==> src/hw/rtl/dls_pkg.sv <==
package dls_pkg;

    // default sizes
    localparam int ADDR_DEPTH_DEF = 1024;
    localparam int MAX_INSTR_DEF  = 64;
    localparam int MAX_ARGS_DEF   = 8;
    localparam int OP_BITS_DEF    = 8;

    // fixed field widths
    localparam int ADDR_IN_W = 10;
    localparam int OP_IN_W   = 8;
    localparam int INDEX_W   = 6;
    localparam int LEVEL_W   = 7;
    localparam logic [LEVEL_W-1:0] LEVEL_MAX = '1;

    // controller to datapath commands
    typedef struct packed {
        logic accept;
        logic lookup;
        logic close;
        logic wb_step;
        logic scan_start;
        logic scan_step;
        logic emit_done;
        logic clear_step;
        logic clear_end;
    } dls_cmd_t;

    // datapath to controller status
    typedef struct packed {
        logic clear_last;
        logic closes;
        logic prog_end;
        logic wb_needed;
        logic wb_last;
        logic count_zero;
        logic scan_last;
        logic emit_last;
    } dls_status_t;

endpackage

==> src/hw/rtl/dls_ctrl.sv <==
module dls_ctrl (
    input  logic                 clk,
    input  logic                 rst_n,
    input  logic                 in_valid,
    output logic                 in_ready,
    output logic                 out_valid,
    input  logic                 out_ready,
    input  dls_pkg::dls_status_t st,
    output dls_pkg::dls_cmd_t    cmd
);
    import dls_pkg::*;

    typedef enum logic [8:0] {
        S_CLEAR  = 9'b000000001,
        S_IDLE   = 9'b000000010,
        S_LOOKUP = 9'b000000100,
        S_CLOSE  = 9'b000001000,
        S_WB     = 9'b000010000,
        S_PREP   = 9'b000100000,
        S_SCAN   = 9'b001000000,
        S_FLUSH  = 9'b010000000,
        S_EMIT   = 9'b100000000
    } state_t;

    state_t state_reg, state_next;

    // state register
    always_ff @(posedge clk or negedge rst_n)
    begin
        if (!rst_n)
        begin
            state_reg <= S_CLEAR;
        end
        else
        begin
            state_reg <= state_next;
        end
    end

    assign in_ready  = (state_reg == S_IDLE);
    assign out_valid = (state_reg == S_EMIT);

    // next state and commands
    always_comb
    begin
        state_next = state_reg;
        cmd        = '0;
        case (state_reg)
            S_CLEAR:
            begin
                cmd.clear_step = 1'b1;
                if (st.clear_last)
                begin
                    cmd.clear_end = 1'b1;
                    state_next    = S_IDLE;
                end
            end
            S_IDLE:
            begin
                if (in_valid)
                begin
                    cmd.accept = 1'b1;
                    state_next = S_LOOKUP;
                end
            end
            S_LOOKUP:
            begin
                cmd.lookup = 1'b1;
                state_next = st.closes ? S_CLOSE : S_IDLE;
            end
            S_CLOSE:
            begin
                cmd.close = 1'b1;
                if (st.wb_needed)
                begin
                    state_next = S_WB;
                end
                else
                begin
                    state_next = st.prog_end ? S_PREP : S_IDLE;
                end
            end
            S_WB:
            begin
                cmd.wb_step = 1'b1;
                if (st.wb_last)
                begin
                    state_next = st.prog_end ? S_PREP : S_IDLE;
                end
            end
            S_PREP:
            begin
                cmd.scan_start = 1'b1;
                state_next     = st.count_zero ? S_CLEAR : S_SCAN;
            end
            S_SCAN:
            begin
                cmd.scan_step = 1'b1;
                if (st.scan_last)
                begin
                    state_next = S_FLUSH;
                end
            end
            S_FLUSH:
            begin
                state_next = S_EMIT;
            end
            S_EMIT:
            begin
                if (out_ready)
                begin
                    cmd.emit_done = 1'b1;
                    state_next    = st.emit_last ? S_CLEAR : S_PREP;
                end
            end
            default:
            begin
                state_next = S_CLEAR;
            end
        endcase
    end

    // checks
    a_emit_has_items: assert property (@(posedge clk) disable iff (!rst_n)
        (state_reg == S_EMIT) |-> !st.count_zero)
        else $error("emitting with no recorded instruction");
    a_scan_after_prep: assert property (@(posedge clk) disable iff (!rst_n)
        $rose(state_reg == S_SCAN) |-> $past(state_reg == S_PREP))
        else $error("scan not started by prep");
    a_close_after_lookup: assert property (@(posedge clk) disable iff (!rst_n)
        (state_reg == S_CLOSE) |-> $past(state_reg == S_LOOKUP))
        else $error("close without lookup");
endmodule

==> config.mk <==
export PLATFORM = sky130hd
export DESIGN_NAME = dls_ctrl
export DESIGN_NICKNAME = d
export VERILOG_FILES = /design/src/hw/rtl/dls_pkg.sv /design/src/hw/rtl/dls_ctrl.sv
export SDC_FILE = /design/constraint.sdc
export NUM_CORES = 1
export LEC_CHECK = 0
export ABC_AREA = 1
export BUFFER_PORTS_ARGS = -buffer_cell sky130_fd_sc_hd__buf_4
export CAP_MARGIN = 20
export CORE_ASPECT_RATIO = 1.2
export CORE_MARGIN = 4
export CORE_UTILIZATION = 47
export CTS_BUF_LIST = sky130_fd_sc_hd__clkbuf_4
export DETAILED_ROUTE_END_ITERATION = 16
export GPL_TIMING_DRIVEN = 0
export PLACE_DENSITY = 0.87
export SYNTH_ARGS = -nofsm -noshare
export SYNTH_HDL_FRONTEND = slang
export SYNTH_SLANG_ARGS = --single-unit
==> constraint.sdc <==
create_clock -name clk -period 1.3 [get_ports clk]
set_input_delay 0.26 -clock clk [delete_from_list [all_inputs] [get_ports clk]]
set_output_delay 0.26 -clock clk [all_outputs]
set_load 0.03 [all_outputs]
==> qor.csv, run 1 <==
stage,metric,value,unit
finish,number of flip-flops in the largest register,9,
sta,Worst-Margin Slew,0.314,ns
synth,ys async rst share,100,%
floorplanning,die area,0.00230,sq mm
finish,ANT cells,0,
sta,smallest hold slack,0.211,ns
synth,Yosys cell types,20,
synth,YS warnings,0,
hold_path,HP Class,input port to register,
finish,share of cells above drive strength 1,65.3,%
pwr,Sw Share,49.9,%
sta,setup ws final,-0.513,ns
clock_network,CTS H-Tree Depth,1,
pwr,Logic pwr share,70.3,%
floorplanning,Core Footprint,0.00148,sq mm
routing,vias,1107,
routing,DRC Markers,0,
sta,RSZ-0062 raised after global routing,yes,
synth,Most used DFF post-synth,dfrtp_1,
global_routing,first-pass GRT wire length,5.45,mm
routing,Starting DRT DRC Count,96,
synth,Synth Cell Area,751,sq um
setup_path,startpoint types,register,
run_status,outcome,"finished, violations left",
clock_network,Clock transition at path regs,0.06,ns
setup_path,CP Class,register to primary output,
global_routing,largest net degree at the start of global routing,10,
synth,Post-synth EDFFs,0,
synth,Synth Instances,115,
global_routing,initial antenna violation count,0,
sta,Final Max Tran Viols,0,
routing,WL/cell,20.9,microns
job,max-cap violation count,0,
place,IO Port Bufs,22,
floorplanning,number of core rows,15,
floorplanning,Die Y,51.8,microns
pwr,Seq pwr share,17.8,%
sta,Final Hold Viols,0,
sta,Tmin final,1.81,ns
setup_path,crit path DAT,1.55,ns
pwr,Switch Pwr,0.00103,W
sta,max frequency,552,MHz
routing,antenna-violating nets left,0,
pwr,clock power share,11.9,%
sta,final setup vio count,18,
routing,vias per cell,6.02,
clock_network,clk root buf,clkbuf_4,
setup_path,crit path max fanout,5,
setup_path,CP Data Required Time,1.04,ns
finish,fin nets,180,
floorplanning,die span in x,44.5,microns
global_routing,vias in the first global route,1057,
clock_network,TritonCTS clock tree,yes,
clock_network,deepest clock path buffer count,2,
clock_network,clock sink count,9,
place,dpl cells,154,
floorplanning,starting density of the core,50.6,%
pwr,Worst VDD drop,0.00111,V
routing,DR pass1 iterations,5,
sta,final period utilization,139,%
pwr,Leakage Power,0.746,nW
pwr,Int Pwr,0.00103,W
clock_network,latest clock arrival within the worst-skew pair,0.27,ns
floorplanning,top-level I/O count,23,
routing,Post-Route WL,3.84,mm
place,DP HPWL,1.65,mm
finish,"non-filler cells, final",184,
synth,Mapped Nets,127,
global_routing,remaining global-route overflow,0,
pwr,power per standard cell area,1490,mW/mm^2
run_status,violated checks,negative setup slack,
global_routing,total track usage,33.9,%
synth,flip-flop and latch count after synthesis,9,
setup_path,CP Capture Type,primary output,
sta,clk_skew,0.00191,ns
sta,Slew headroom,78.9,%
synth,post-synthesis sequential area ratio,30.2,%
finish,area delta synth->final,84.3,%
clock_network,total CTS buffers,3,
place,global placement routability congestion,0.831,
synth,syn_area_per_cell,6.53,sq um
[cell type report]
| type | instances | area, sq um |
|---|---|---|
| clock buffer | 4 | 30.0 |
| fill | 49 | 98.8 |
| inverter | 27 | 119 |
| multi-input combinational | 79 | 562 |
| sequential | 9 | 229 |
| tap | 17 | 21.3 |
| timing repair buffer | 48 | 423 |
[synthesized netlist by cell type, types with 3 or more instances]
library cell / n / area [sq um]
nand2_1: 21 / 78.8
inv_1: 19 / 71.3
nor2_1: 18 / 67.6
dfrtp_1: 8 / 200
inv_2: 8 / 30.0
nand2_2: 8 / 50.1
nand3_1: 8 / 40.0
nand4_1: 4 / 25.0
nor2_2: 3 / 18.8
nor3_1: 3 / 15.0
[layout by cell type, fill, tap and decap left out, drive strengths merged]
cell type     n
nand2        31
nor3          3
buf          47
clkinv        2
inv          25
dlygate4sd3   1
nand4         4
o22ai         1
dfrtp         8
clkbuf        4
dfstp         1
a21oi         1
o21ai         3
nand3b        2
nand3        11
nor2         23
[path summary, 6_finish.rpt]
path	startpoint	endpoint	slack [ns]	cells past startpoint
worst max register to register	state_reg[6]	state_reg[0]	-0.43	11
worst min-delay path	st[2]	state_reg[6]	0.21	2
max in group asynchronous	rst_n	state_reg[0]	0.74	2
worst max-delay path	state_reg[6]	cmd[6]	-0.51	6
worst min register to register	state_reg[1]	state_reg[8]	0.67	3
min in group asynchronous	rst_n	state_reg[1]	0.34	2
[power groups by stage]
stage,clock (W),combinational (W),sequential (W)
floorplan,0,0.000754,0.000364
global placement,0,0.000962,0.000367
detailed placement,0,0.000987,0.000369
CTS,0.000235,0.00117,0.000365
global route,0.000256,0.00150,0.000369
finish,0.000246,0.00145,0.000367
[cells by family after synthesis]
group | count (synthesis) | share of synthesized area, %
flip-flops | 9 | 30.2
AND/OR/NAND/NOR | 74 | 52.3
buffers and inverters | 27 | 13.5
AO/OA/AOI/OAI | 5 | 4.00
[worst max-delay path, stage by stage, from the launching register on]
cell and delay [ns]:
dfrtp_1 0.42, nor2_2 0.15, nand2_2 0.13, inv_4 0.12
nand3b_1 0.18, inv_2 0.14, buf_6 0.14
[routing by layer]
metal | global-route usage (%) | share of wire (%)
met3 | 7.27 | 9.3
met5 | 0 | 0
met2 | 56.0 | 50
met4 | 22.6 | 7.6
met1 | 38.1 | 33
[through the flow]
stage                     TNS (ns)  worst slack, ns  utilization (%)  cell area [sq um]  power, W
final                        -6.78           -0.513             93.3               1380   0.00206
after global routing         -7.71           -0.547             93.3               1380   0.00213
after CTS                    -4.90           -0.382             85.1               1260   0.00177
after detailed placement     -2.84           -0.268             68.1               1010   0.00136
after global placement       -2.33           -0.208             68.1               1010   0.00133
after floorplan             -0.500          -0.0855                -                823   0.00112
[timing repair]
| item | in CTS | in global routing |
|---|---|---|
| gates resized for setup | 24 | 26 |
| hold endpoints to repair | 9 | 0 |
| pin swaps | 11 | 9 |
| buffers inserted | 18 | 8 |
| hold buffers | 1 | 0 |
| setup endpoints to repair | 17 | 20 |
(Power assumes the default switching activity.)
==> run 2, diff against run 1 <==
--- a/config.mk
+++ b/config.mk
@@ -15,6 +15,7 @@
 export DETAILED_ROUTE_END_ITERATION = 16
 export GPL_TIMING_DRIVEN = 0
 export PLACE_DENSITY = 0.87
+export SETUP_SLACK_MARGIN = 0.15
 export SYNTH_ARGS = -nofsm -noshare
 export SYNTH_HDL_FRONTEND = slang
 export SYNTH_SLANG_ARGS = --single-unit
==> run 2 against run 1 <==
Effect of this change:
- critical path depth unchanged
- combinational power up 5%
- the flow still finishes with violations (negative setup slack)
- wire length down 9.8%
- utilization up 1.1 points
- total power up 2.9%
==> qor.csv, run 2 (same netlist as run 1, synthesis figures left out) <==
stage,metric,value,unit
run_status,outcome,"finished, violations left",
run_status,violated checks,negative setup slack,
setup_path,"Buf+Inv Stages, Crit Path",3,
routing,DRC Markers,0,
setup_path,slowest CP cell,dfrtp_1,
routing,DR pass1 iterations,4,
routing,WL/cell,19.1,microns
routing,Post-Route WL,3.47,mm
global_routing,largest net degree at the start of global routing,10,
global_routing,vias in the first global route,994,
hold_path,hold worst-path end,state_reg[6],
place,IO Port Bufs,22,
place,DP HPWL,1.67,mm
pwr,power per standard cell area,1510,mW/mm^2
finish,"leading cell type in the layout, fill and taps excluded",buf_4,
sta,clk_skew,0.00565,ns
setup_path,CP Capture Type,primary output,
sta,TNS Setup,-6.51,ns
pwr,Worst VDD drop,0.00119,V
setup_path,crit path max fanout,5,
global_routing,first-pass GRT wire length,4.77,mm
finish,number of flip-flops in the largest register,9,
finish,share of cells above drive strength 1,62.8,%
place,dpl cells,154,
hold_path,hold path start,st[2],
job,max-cap violation count,0,
setup_path,reg2reg path depth,11,
setup_path,Critical R2R Capture,state_reg[5],
setup_path,crit path DAT,1.52,ns
finish,most frequent cells in the layout,"25 x buf_4, 19 x buf_6, 15 x nand2_1, 12 x inv_1, 11 x nand2_4",
hold_path,Hold Crit Depth,2,
clock_network,clk root buf,clkbuf_4,
sta,Worst-Margin Slew,0.281,ns
global_routing,total track usage,29.4,%
setup_path,r2r setup slk,-0.46,ns
clock_network,deepest clock path buffer count,2,
finish,fin nets,177,
hold_path,HP Class,input port to register,
sta,final setup vio count,18,
setup_path,CP Class,register to primary output,
setup_path,reg2reg start,state_reg[5],
floorplanning,starting density of the core,50.6,%
sta,Final Hold Viols,0,
clock_network,clock sink count,9,
sta,final period utilization,137,%
floorplanning,die span in x,44.5,microns
floorplanning,top-level I/O count,23,
setup_path,critical path's top delay family,simple AND/OR/NAND/NOR gates,
sta,max frequency,562,MHz
floorplanning,Core Footprint,0.00148,sq mm
floorplanning,number of core rows,15,
sta,RSZ-0062 raised after global routing,yes,
clock_network,latest clock arrival within the worst-skew pair,0.26,ns
routing,antenna-violating nets left,0,
place,global placement routability congestion,0.848,
finish,ANT cells,0,
routing,vias per cell,5.91,
finish,"non-filler cells, final",181,
setup_path,CP peak stage delay,0.42,ns
pwr,Leakage Power,0.748,nW
sta,Slew headroom,81.1,%
sta,setup ws final,-0.478,ns
global_routing,initial antenna violation count,0,
floorplanning,Die Y,51.8,microns
clock_network,TritonCTS clock tree,yes,
finish,area delta synth->final,86.5,%
setup_path,"most used cell, CP",inv_2,
sta,Final Max Tran Viols,0,
setup_path,CP Cell Sequence,inv_2 -> nand2_4 -> nor2_4 -> nand2_1 -> inv_2 -> buf_4,
sta,Tmin final,1.78,ns
setup_path,CP Data Required Time,1.04,ns
floorplanning,die area,0.00230,sq mm
routing,Starting DRT DRC Count,63,
clock_network,Clock transition at path regs,0.06,ns
clock_network,CTS H-Tree Depth,1,
global_routing,remaining global-route overflow,0,
routing,vias,1069,
clock_network,total CTS buffers,3,
setup_path,startpoint types,register,
==> run 2: changes by cell type in the layout (fill, tap and decap cells not counted), sizes merged <==
cell / delta
buf: -3
clkinv: +1
inv: -1
==> run 2: worst max-delay path by stage <==
stage / end / slack [ns] / startpoint / cells past startpoint
after CTS: cmd[8] / -0.42 / state_reg[5] / 6
final: cmd[4] / -0.48 / state_reg[2] / 6
after detailed placement: state_reg[7] / -0.26 / state_reg[2] / 8
after floorplan: state_reg[7] / -0.09 / state_reg[4] / 10
after global placement: state_reg[7] / -0.21 / state_reg[2] / 8
after global routing: cmd[4] / -0.55 / state_reg[2] / 6
==> run 2: what timing repair did <==
item	in CTS	in global routing
endpoints found under the setup margin	20	20
setup buffers	11	11
hold endpoints to repair	9	0
hold buffers	1	0
resized for setup	27	26
pin swaps	12	15
==> run 2: where the power goes <==
part	switching [W]	internal, W
combinational	0.000897	0.000618
sequential	0.0000331	0.000336
clock	0.0000967	0.000139
==> run 2: layout make-up <==
| type | instances | area [sq um] |
|---|---|---|
| fillers | 45 | 82.6 |
| well taps | 17 | 21.3 |
| inverters | 27 | 124 |
| multi-input cells | 79 | 584 |
| flip-flops and latches | 9 | 229 |
| repair buffers | 45 | 412 |
| clock buffers | 4 | 30.0 |
==> run 2: stage by stage <==
stage / utilization (%) / total power (W) / hold slack [ns] / cell area, sq um / worst slack (ns)
final: 94.4 / 0.00212 / 0.230 / 1400 / -0.478
after global routing: 94.4 / 0.00223 / 0.222 / 1400 / -0.554
after CTS: 83.2 / 0.00183 / 0.214 / 1230 / -0.418
after detailed placement: 68.9 / 0.00136 / 0.0853 / 1020 / -0.264
after global placement: 68.9 / 0.00133 / 0.0821 / 1020 / -0.207
after floorplan: - / 0.00112 / -0.0356 / 835 / -0.0854
==> run 2: layer usage <==
layer	part of all wire (%)	global-route usage, %
met1	35	31.3
met2	51	50.0
met3	7.8	8.30
met4	6.2	17.6
met5	0	0
==> run 3, diff against run 2 <==
--- a/config.mk
+++ b/config.mk
@@ -7,14 +7,13 @@
 export LEC_CHECK = 0
 export ABC_AREA = 1
 export BUFFER_PORTS_ARGS = -buffer_cell sky130_fd_sc_hd__buf_4
-export CAP_MARGIN = 20
 export CORE_ASPECT_RATIO = 1.2
 export CORE_MARGIN = 4
 export CORE_UTILIZATION = 47
-export CTS_BUF_LIST = sky130_fd_sc_hd__clkbuf_4
+export CTS_BUF_LIST = sky130_fd_sc_hd__clkbuf_8
 export DETAILED_ROUTE_END_ITERATION = 16
 export GPL_TIMING_DRIVEN = 0
-export PLACE_DENSITY = 0.87
+export PLACE_DENSITY = 0.77
 export SETUP_SLACK_MARGIN = 0.15
 export SYNTH_ARGS = -nofsm -noshare
 export SYNTH_HDL_FRONTEND = slang
==> run 3 against run 2 <==
Effect of this change:
- synthesized area unchanged
- synthesized cell count is the same
- the flow now stops in 5_1_grt
==> qor.csv, run 3 <==
stage,metric,value,unit
place,global placement routability congestion,0.841,
run_status,run-stopping error,[ERROR DPL-0033] detailed placement checks failed during check placement.,
place,DP Area,0.00102,sq mm
run_status,Stop stage,5_1_grt,
synth,Yosys cell types,20,
synth,syn_area_per_cell,6.53,sq um
floorplanning,top-level I/O count,23,
run_status,outcome,did not finish,
synth,Synth Instances,115,
floorplanning,number of core rows,15,
clock_network,CTS H-Tree Depth,1,
clock_network,clk root buf,clkbuf_8,
synth,Synth Cell Area,751,sq um
synth,area fraction of the dominant cell type after synthesis,26.7,%
global_routing,initial antenna violation count,0,
synth,flip-flop and latch count after synthesis,9,
synth,YS warnings,0,
clock_network,deepest clock path buffer count,2,
synth,ys async rst share,100,%
floorplanning,die span in x,44.5,microns
synth,Most used DFF post-synth,dfrtp_1,
floorplanning,starting density of the core,50.6,%
synth,Mapped Nets,127,
sta,worst_ep kind,primary output,
clock_network,total CTS buffers,3,
synth,top-count cell post-synth,nand2_1,
clock_network,clock sink count,9,
global_routing,largest net degree at the start of global routing,10,
synth,post-synthesis sequential area ratio,30.2,%
floorplanning,Die Y,51.8,microns
place,IO Port Bufs,22,
synth,Post-synth EDFFs,0,
sta,last worst endpoint in the global-route repair_timing,cmd[4],
synth,"top cells by count, synth","21 x nand2_1, 19 x inv_1, 18 x nor2_1",
synth,most area-consuming cells after synthesis,"dfrtp_1 27%, nand2_1 10%, inv_1 9.5%",
place,DP HPWL,1.66,mm
synth,Synth area leader,dfrtp_1,
[run 3: through the flow]
step,setup WS [ns],utilization (%),instances,TNS [ns]
CTS,-0.350,88.9,175,-4.70
detailed placement,-0.245,68.9,154,-2.90
global placement,-0.247,68.9,154,-2.52
floorplan,-0.0854,-,115,-0.511
[run 3: kinds of logic after synthesis]
family                 Yosys count  share of synthesized area, %
flip-flops                       9                          30.2
AO/OA/AOI/OAI                    5                          4.00
AND/OR/NAND/NOR                 74                          52.3
buffers and inverters           27                          13.5
[run 3: repair_timing]
item / CTS
hold buffers: 1
pin swaps: 19
hold endpoints to repair: 8
gates resized for setup: 29
cloned: 0
buffers inserted: 16
endpoints found under the setup margin: 20
==> run 4, diff against run 3 <==
==> config.mk (replaced) <==
export PLATFORM = sky130hd
export DESIGN_NAME = dls_ctrl
export DESIGN_NICKNAME = d
export VERILOG_FILES = /design/src/hw/rtl/dls_pkg.sv /design/src/hw/rtl/dls_ctrl.sv
export SDC_FILE = /design/constraint.sdc
export NUM_CORES = 1
export LEC_CHECK = 0
export ABC_AREA = 1
export BUFFER_PORTS_ARGS = -buffer_cell sky130_fd_sc_hd__buf_4
export CORE_AREA = 4 4 65 67
export DETAILED_ROUTE_END_ITERATION = 16
export DIE_AREA = 0 0 69 71
export GPL_TIMING_DRIVEN = 0
export PLACE_DENSITY_LB_ADDON = 0.15
export SYNTH_ARGS = -nofsm -noshare
export SYNTH_HDL_FRONTEND = slang
export SYNTH_SLANG_ARGS = --single-unit
==> constraint.sdc (replaced) <==
create_clock -name clk -period 1.7 [get_ports clk]
set_input_delay 0.34 -clock clk [delete_from_list [all_inputs] [get_ports clk]]
set_output_delay 0.34 -clock clk [all_outputs]
set_load 0.03 [all_outputs]
==> run 4 against run 3 <==
Effect of this change:
- the flow now finishes, with violations (negative setup slack)
==> qor.csv, run 4 (same netlist as run 1, synthesis figures left out) <==
stage,metric,value,unit
global_routing,initial antenna violation count,0,
floorplanning,starting density of the core,20.7,%
global_routing,remaining global-route overflow,0,
run_status,violated checks,negative setup slack,
routing,DRC Markers,0,
global_routing,first-pass GRT wire length,4.11,mm
floorplanning,Die Y,71,microns
finish,"leading cell type in the layout, fill and taps excluded",buf_4,
floorplanning,number of core rows,22,
job,max-cap violation count,0,
routing,WL/cell,11.7,microns
finish,area delta synth->final,76.5,%
setup_path,CP Class,register to primary output,
pwr,power per standard cell area,1100,mW/mm^2
place,global placement routability congestion,0.815,
clock_network,clock sink count,9,
finish,Filler cells,388,
sta,setup ws final,-0.0196,ns
routing,DR pass1 iterations,4,
routing,Starting DRT DRC Count,13,
pwr,Final Power,0.00145,W
setup_path,startpoint types,register,
finish,"Core Util, Final",36.5,%
sta,max frequency,582,MHz
sta,final period utilization,101,%
sta,Worst-Margin Slew,0.237,ns
setup_path,crit path DAT,1.38,ns
setup_path,Critical path origin,state_reg[4],
finish,Reg area,228,sq um
run_status,outcome,"finished, violations left",
clock_network,Clock transition at path regs,0.05,ns
setup_path,CP Capture Point,cmd[0],
finish,share of cells above drive strength 1,56.4,%
global_routing,total track usage,10.6,%
sta,Slew headroom,84.2,%
global_routing,vias in the first global route,891,
setup_path,reg2reg path depth,11,
sta,RSZ-0062 raised after global routing,yes,
setup_path,Critical R2R Capture,state_reg[2],
global_routing,largest net degree at the start of global routing,10,
setup_path,crit path max fanout,3,
finish,number of flip-flops in the largest register,9,
setup_path,CP Data Required Time,1.36,ns
sta,Final Max Tran Viols,0,
sta,smallest hold slack,0.301,ns
floorplanning,die area,0.00490,sq mm
clock_network,CTS H-Tree Depth,1,
finish,Final Instance Area,0.00133,sq mm
place,DP HPWL,1.70,mm
floorplanning,Core Footprint,0.00363,sq mm
floorplanning,top-level I/O count,23,
sta,final setup vio count,5,
floorplanning,die span in x,69,microns
pwr,Leakage Power,0.707,nW
setup_path,reg2reg start,state_reg[4],
pwr,Worst VDD drop,0.000658,V
sta,Tmin final,1.72,ns
routing,Post-Route WL,2.47,mm
sta,clk_skew,0.00207,ns
clock_network,deepest clock path buffer count,2,
setup_path,r2r setup slk,0.10,ns
finish,fin nets,176,
finish,ANT cells,0,
hold_path,HP Class,input port to register,
finish,multi-input logic area,508,sq um
setup_path,CP Capture Type,primary output,
place,IO Port Bufs,22,
routing,vias per cell,4.13,
clock_network,latest clock arrival within the worst-skew pair,0.24,ns
place,DP Area,976,sq um
sta,Final Hold Viols,0,
clock_network,clk root buf,clkbuf_8,
routing,vias,872,
clock_network,TritonCTS clock tree,yes,
clock_network,total CTS buffers,3,
sta,TNS Setup,-0.0834,ns
finish,most frequent cells in the layout,"31 x buf_4, 19 x nand2_1, 14 x inv_1, 12 x buf_6, 11 x inv_2",
routing,antenna-violating nets left,0,
[run 4: how the worst min path moves through the flow]
| stage | startpoint | endpoint | slack [ns] | cells past startpoint |
|---|---|---|---|---|
| 2_1_floorplan | rst_n | state_reg[1] | 0.04 | 0 |
| 3_3_place_gp | rst_n | state_reg[4] | 0.18 | 1 |
| 3_5_place_dp | rst_n | state_reg[4] | 0.18 | 1 |
| 4_1_cts | st[1] | state_reg[6] | 0.30 | 2 |
| 5_1_grt | st[2] | state_reg[6] | 0.29 | 2 |
| 6_report | st[1] | state_reg[6] | 0.30 | 2 |
[run 4: worst max-delay path, cell delays in order, from the launching register on]
cell     delay [ns]
dfrtp_1        0.42
nor2_4         0.16
nand2_4        0.09
nor2_4         0.13
nand2_2        0.09
nor2_2         0.10
buf_6          0.14
[run 4: area by class of cell]
cell class                 instances  area share (%)
timing repair buffer              44            28.5
multi-input combinational         79            38.3
inverter                          27            8.03
sequential                         9            17.2
clock buffer                       4            3.40
tap                               48            4.53
[run 4: through the flow]
stage,instances,worst slack [ns]
finish,211,-0.0196
global route,211,-0.106
CTS,203,-0.0395
detailed placement,185,0.139
global placement,185,0.148
floorplan,115,0.0996
[run 4: power breakdown]
part | switching (W) | internal [W]
logic | 0.000535 | 0.000372
clock network | 0.0000984 | 0.000165
registers | 0.0000242 | 0.000257
total | 0.000657 | 0.000794
[run 4: layer usage]
metal  vias to the layer above  track usage (%)  wire [microns]
li1                        453                -               -
met1                       393             12.4            1080
met2                        22             18.6            1260
met3                         4             1.85              99
met4                         0             4.99              28
met5                         -                0               0
[run 4: what timing repair did]
action	CTS	global route
hold buffers	1	0
buffers inserted	13	8
pin swaps	4	8
hold endpoints to repair	8	0
endpoints found under the setup margin	11	15
gates resized for setup	14	27
